## config.mk

```make
export PLATFORM = sky130hd
export DESIGN_NAME = acsr_ctrl
export DESIGN_NICKNAME = d
export VERILOG_FILES = /design/src/rtl/acsr_pkg.sv /design/src/rtl/acsr_ctrl.sv
export SDC_FILE = /design/constraint.sdc
export NUM_CORES = 1
export LEC_CHECK = 0
export BUFFER_PORTS_ARGS = -buffer_cell sky130_fd_sc_hd__buf_4
export CAP_MARGIN = 30
export CORE_AREA = 10 10 47 49
export DETAILED_ROUTE_END_ITERATION = 8
export DIE_AREA = 0 0 57 59
export PLACE_DENSITY = 0.78
export SLEW_MARGIN = 20
export SYNTH_ARGS = -nofsm -noshare
export SYNTH_HDL_FRONTEND = slang
export SYNTH_SLANG_ARGS = --single-unit
```

## constraint.sdc

```tcl
create_clock -name clk -period 2.5 [get_ports clk]
set_clock_uncertainty 0.05 [all_clocks]
set_input_delay 0.25 -clock clk [delete_from_list [all_inputs] [get_ports clk]]
set_output_delay 0.25 -clock clk [all_outputs]
set_load 0.05 [all_outputs]
```

## src/rtl/acsr_pkg.sv

```systemverilog
// Package with the shared types and constants of the annulus chi-square residuals unit.
`timescale 1ns / 1ps
package acsr_pkg;
	localparam int CFG_W = 32;
	localparam int IDX_W = 3;
	localparam int CNT_W = 21;
	localparam int SUM_W = 64;
	localparam int RES_W = 32;

	localparam logic [IDX_W-1:0] REG_WIDTH = 3'd0;
	localparam logic [IDX_W-1:0] REG_HEIGHT = 3'd1;
	localparam logic [IDX_W-1:0] REG_INNER = 3'd2;
	localparam logic [IDX_W-1:0] REG_OUTER = 3'd3;
	localparam logic [IDX_W-1:0] REG_GAIN = 3'd4;
	localparam logic [IDX_W-1:0] REG_VIS_EN = 3'd5;
	localparam logic [IDX_W-1:0] REG_PHA_EN = 3'd6;

	typedef enum logic [3:0] {
		ST_IDLE,
		ST_GEOM,
		ST_REGION,
		ST_VSCALE,
		ST_VPREP,
		ST_VDIV,
		ST_VSQ,
		ST_PPREP,
		ST_PDIV,
		ST_PSQ,
		ST_MEAN,
		ST_MVDIV,
		ST_MPDIV,
		ST_OUT
	} state_t;

	typedef struct packed {
		logic load;
		logic geom;
		logic region;
		logic vscale;
		logic vprep;
		logic vsq;
		logic pprep;
		logic psq;
		logic div_start;
		logic mean_vis;
		logic mean_pha;
		logic finish;
	} cmd_t;

	typedef struct packed {
		logic counted;
		logic vis_on;
		logic pha_on;
		logic last;
		logic empty;
		logic div_busy;
		logic div_done;
	} stat_t;
endpackage

```

## src/rtl/acsr_ctrl.sv

```systemverilog
// Controller state machine sequencing one pixel item through the datapath.
`timescale 1ns / 1ps
module acsr_ctrl (
	input  logic            clk,
	input  logic            arst_n,
	input  logic            in_valid,
	output logic            in_ready,
	output logic            out_valid,
	input  logic            out_ready,
	input  acsr_pkg::stat_t stat,
	output acsr_pkg::cmd_t  cmd
);
	import acsr_pkg::*;

	state_t state_q, state_d;
	logic   out_valid_q;

	// A new item may enter while the previous result still waits to be taken.
	assign in_ready = (state_q == ST_IDLE);
	assign out_valid = out_valid_q;

	always_comb begin
		state_d = state_q;
		unique case (state_q)
			ST_IDLE: if (in_valid) state_d = ST_GEOM;
			ST_GEOM: state_d = ST_REGION;
			ST_REGION: begin
				if (stat.counted && stat.vis_on) state_d = ST_VSCALE;
				else if (stat.counted && stat.pha_on) state_d = ST_PPREP;
				else if (stat.last) state_d = ST_MEAN;
				else state_d = ST_OUT;
			end
			ST_VSCALE: state_d = ST_VPREP;
			ST_VPREP: state_d = ST_VDIV;
			ST_VDIV: if (stat.div_done) state_d = ST_VSQ;
			ST_VSQ: begin
				if (stat.pha_on) state_d = ST_PPREP;
				else if (stat.last) state_d = ST_MEAN;
				else state_d = ST_OUT;
			end
			ST_PPREP: state_d = ST_PDIV;
			ST_PDIV: if (stat.div_done) state_d = ST_PSQ;
			ST_PSQ: state_d = stat.last ? ST_MEAN : ST_OUT;
			ST_MEAN: state_d = stat.empty ? ST_OUT : ST_MVDIV;
			ST_MVDIV: if (stat.div_done) state_d = ST_MPDIV;
			ST_MPDIV: if (stat.div_done) state_d = ST_OUT;
			ST_OUT: if (!out_valid_q || out_ready) state_d = ST_IDLE;
			default: state_d = ST_IDLE;
		endcase
	end

	always_comb begin
		cmd = '0;
		unique case (state_q)
			ST_IDLE: cmd.load = in_valid;
			ST_GEOM: cmd.geom = 1'b1;
			ST_REGION: cmd.region = 1'b1;
			ST_VSCALE: cmd.vscale = 1'b1;
			ST_VPREP: begin
				cmd.vprep = 1'b1;
				cmd.div_start = 1'b1;
			end
			ST_VDIV: cmd.vsq = 1'b0;
			ST_VSQ: cmd.vsq = 1'b1;
			ST_PPREP: begin
				cmd.pprep = 1'b1;
				cmd.div_start = 1'b1;
			end
			ST_PDIV: cmd.psq = 1'b0;
			ST_PSQ: cmd.psq = 1'b1;
			// The sums and the count are final here, so the mean divisions can start.
			ST_MEAN: cmd.div_start = !stat.empty;
			ST_MVDIV: begin
				cmd.mean_vis = stat.div_done;
				cmd.div_start = stat.div_done;
			end
			ST_MPDIV: cmd.mean_pha = stat.div_done;
			ST_OUT: cmd.finish = !out_valid_q || out_ready;
			default: cmd = '0;
		endcase
	end

	always_ff @(posedge clk or negedge arst_n) begin
		if (!arst_n) begin
			state_q <= ST_IDLE;
			out_valid_q <= 1'b0;
		end else begin
			state_q <= state_d;
			if (cmd.finish) out_valid_q <= 1'b1;
			else if (out_ready) out_valid_q <= 1'b0;
		end
	end
endmodule

```

==> metrics.log <==
[metrics] mean number of vias per cell: 5.75
[metrics] final setup fails: 0
[metrics] number of nets in the layout: 124
[metrics] maximum count of clock buffers along a single path: 2
[metrics] Final min period: 2.09 ns
[metrics] clock edge transition at the registers on the reported setup and hold paths: 0.05 ns
[metrics] Crit Path Category: reg2out
[metrics] post-synthesis average cell area: 6.83 sq um
[metrics] global-route usage over all layers: 0.117
[metrics] Mapped Cells: 90
[metrics] most used flip-flop cell after synthesis: dfrtp_1
[metrics] status: completed
[metrics] antenna diode count: 0
[metrics] last weighted congestion value of the routability-driven placer: 0.818
[metrics] Total Die Area: 0.00336 sq mm
[metrics] worst path required time: 2.20 ns
[metrics] average detailed-routed wire length per instance: 15.2 microns
[metrics] total via count in the routed design: 736
[metrics] max-cap violations: 0
[metrics] Setup TNS: 0 ns
[metrics] number of hold-slack violations in the final timing report: 0
[metrics] number of global-route vias before repair: 739
[metrics] TritonCTS Buffers: 3
[metrics] commonest non-fill, non-tap cells in the layout: buf_4, nand2_1, nor2_1, nand2b_1, dfrtp_1
[metrics] simple-gate share of the synthesized area: 0.348
[metrics] portion of netlist area occupied by mux cells: 0
[metrics] kind of start point of the critical path: flip-flop
[metrics] combinational family with the most area after synthesis: compound AO/OA/AOI/OAI gates
[metrics] global-route wire length before repair: 3.28 mm
[metrics] endpoint kind of the worst setup timing path: output port
[metrics] core area: 0.00140 sq mm
[metrics] DR iter-0 viols: 19
[metrics] Slew @ Worst Pin: 0.607 ns
[metrics] root buffer cell: clkbuf_4
[metrics] width of the die: 57 microns
[metrics] XOR/XNOR share of the synthesized area: 0
[metrics] cts repair resizes: 0
[metrics] effective utilization at floorplan: 0.438
[metrics] Final Core Density: 0.588
[metrics] fillers: 152
[metrics] proportion of layout cells with a drive suffix above 1: 0.295
[metrics] arrival time of the worst setup path: 1.79 ns
[metrics] area fraction in compound gates after synthesis: 0.352
[metrics] number of synthesized flops with an enable pin: 0
[metrics] Clk Latency, worst-skew pair: 0.24 ns
[metrics] syn_nets: 101
[metrics] drt first pass iters: 4
[metrics] number of port buffers: 23
[metrics] headroom to the max-slew limit: 0.596
[metrics] leakage power summed over all cells: 0.407 nW
[metrics] number of buffers inserted by post-CTS setup repair: 0
[metrics] proportion of synthesized chip area in sequential cells: 0.204
[metrics] ANT nets after route: 0
[metrics] cell area after synthesis: 614 sq um
[metrics] area after detailed placement: 787 sq um
[metrics] Detailed Place HPWL: 1.52 mm
[metrics] post-detailed-route DRC marker count: 0
[metrics] Peak VDD IR: 0.586 mV
[metrics] initial antenna violation count: 0
[metrics] total clock sinks: 5
[metrics] final worst-path cycle share: 0.835
[metrics] count of different cell masters after synthesis: 30
[metrics] type of the tightest min-delay check: in2reg
[metrics] Top-Level Pins: 25
[metrics] total count of max-transition violations in the final report: 0
[metrics] total gr overflow: 0
[metrics] Synth-to-Final Area Change: 34.0%
[metrics] timing-limited maximum frequency: 0.479 GHz
[metrics] fraction of registers with async set or reset after synthesis: 1.00
[metrics] final WL: 1.94 mm
[metrics] pin count of the biggest net entering global routing: 22
[metrics] Row Count: 14
[metrics] clock tree from TritonCTS: built
[metrics] die span in y: 59 microns
[metrics] leading cell type in the layout, fill and taps excluded: buf_4
[metrics] power density relative to cell area: 1400 mW/mm^2
[metrics] post-layout instance area: 823 sq um
[metrics] Warnings, synthesis: 0
[metrics] adder-cell area share of the yosys netlist: 0
[metrics] number of levels the H-tree was split into: 1
[metrics] maximum net fanout on the critical path: 21
[metrics] total of flip-flops plus latches after synthesis: 5
[metrics] RSZ-0062 raised after global routing: no
what timing repair did:
| action | CTS | global route |
|---|---|---|
| hold buffers | 1 | 0 |
| setup endpoints to repair | 0 | 0 |
| endpoints found under the hold margin | 5 | 0 |
cell type report:
class                   count  area, sq um  share of cell area
repair buffers             26          198               0.240
inverters                   5         18.8              0.0228
multi-input cells          72          435               0.529
well taps                  16         20.0              0.0243
flip-flops and latches      5          125               0.152
clock buffers               4         26.3              0.0319
metrics by stage:
step / power, mW / setup WS (ns) / instances / hold WS, ns
after floorplan: 0.854 / 0.375 / 90 / -0.0956
after global placement: 1.03 / 0.700 / 123 / 0.000694
after detailed placement: 1.06 / 0.681 / 123 / 0.00254
after CTS: 1.16 / 0.417 / 128 / 0.228
after global routing: 1.24 / 0.278 / 128 / 0.234
final: 1.16 / 0.412 / 128 / 0.238
logic make-up (layout without fill, tap and decap cells):
group / after synthesis / after routing
AO/OA/AOI/OAI: 30 / 30
buffers and inverters: 13 / 35
flip-flops: 5 / 5
AND/OR/NAND/NOR: 42 / 42
sequential cells by signal, indices dropped and copies added (netlist names):
register and count:
state_q 4, out_valid 1
synth_stat cells, types with 4 or more instances:
cell type	number	share of area
buf_2	8	0.065
dfrtp_1	5	0.20
nand2_1	11	0.067
nand2b_1	5	0.051
nor2_1	9	0.055
nor2b_1	4	0.041
nor3_1	4	0.033
report_power, final:
| part | switching (mW) | total (mW) | internal, mW | leakage (nW) |
|---|---|---|---|---|
| logic | 0.525 | 0.839 | 0.314 | 0.328 |
| registers | 0.106 | 0.224 | 0.118 | 0.0636 |
| clock network | 0.0328 | 0.0931 | 0.0603 | 0.0150 |
worst max-delay path, cell delays in order (launching register included):
cell     delay (ns)
dfrtp_1        0.72
nor2b_2        0.34
nand3_1        0.15
nor2b_1        0.13
buf_4          0.20
layer usage:
| layer | routed length (microns) | global-route usage | vias up |
|---|---|---|---|
| met3 | 102 | 0.0172 | 4 |
| li1 | - | - | 370 |
| met5 | 0 | 0 | - |
| met4 | 29 | 0.0705 | 0 |
| met1 | 816 | 0.126 | 339 |
| met2 | 991 | 0.209 | 23 |
path summary, 6_finish.rpt:
kind,start,end,slack [ns],cells past startpoint
worst min-delay path,stat[0],state_q[1],0.24,2
max in group asynchronous,arst_n,out_valid,1.99,2
min in group asynchronous,arst_n,state_q[2],0.30,2
worst min register to register,out_valid,out_valid,0.48,2
worst max-delay path,state_q[0],cmd[0],0.41,4
worst max register to register,state_q[0],state_q[2],0.65,4
No activity file was read; power rests on OpenSTA's default activity.
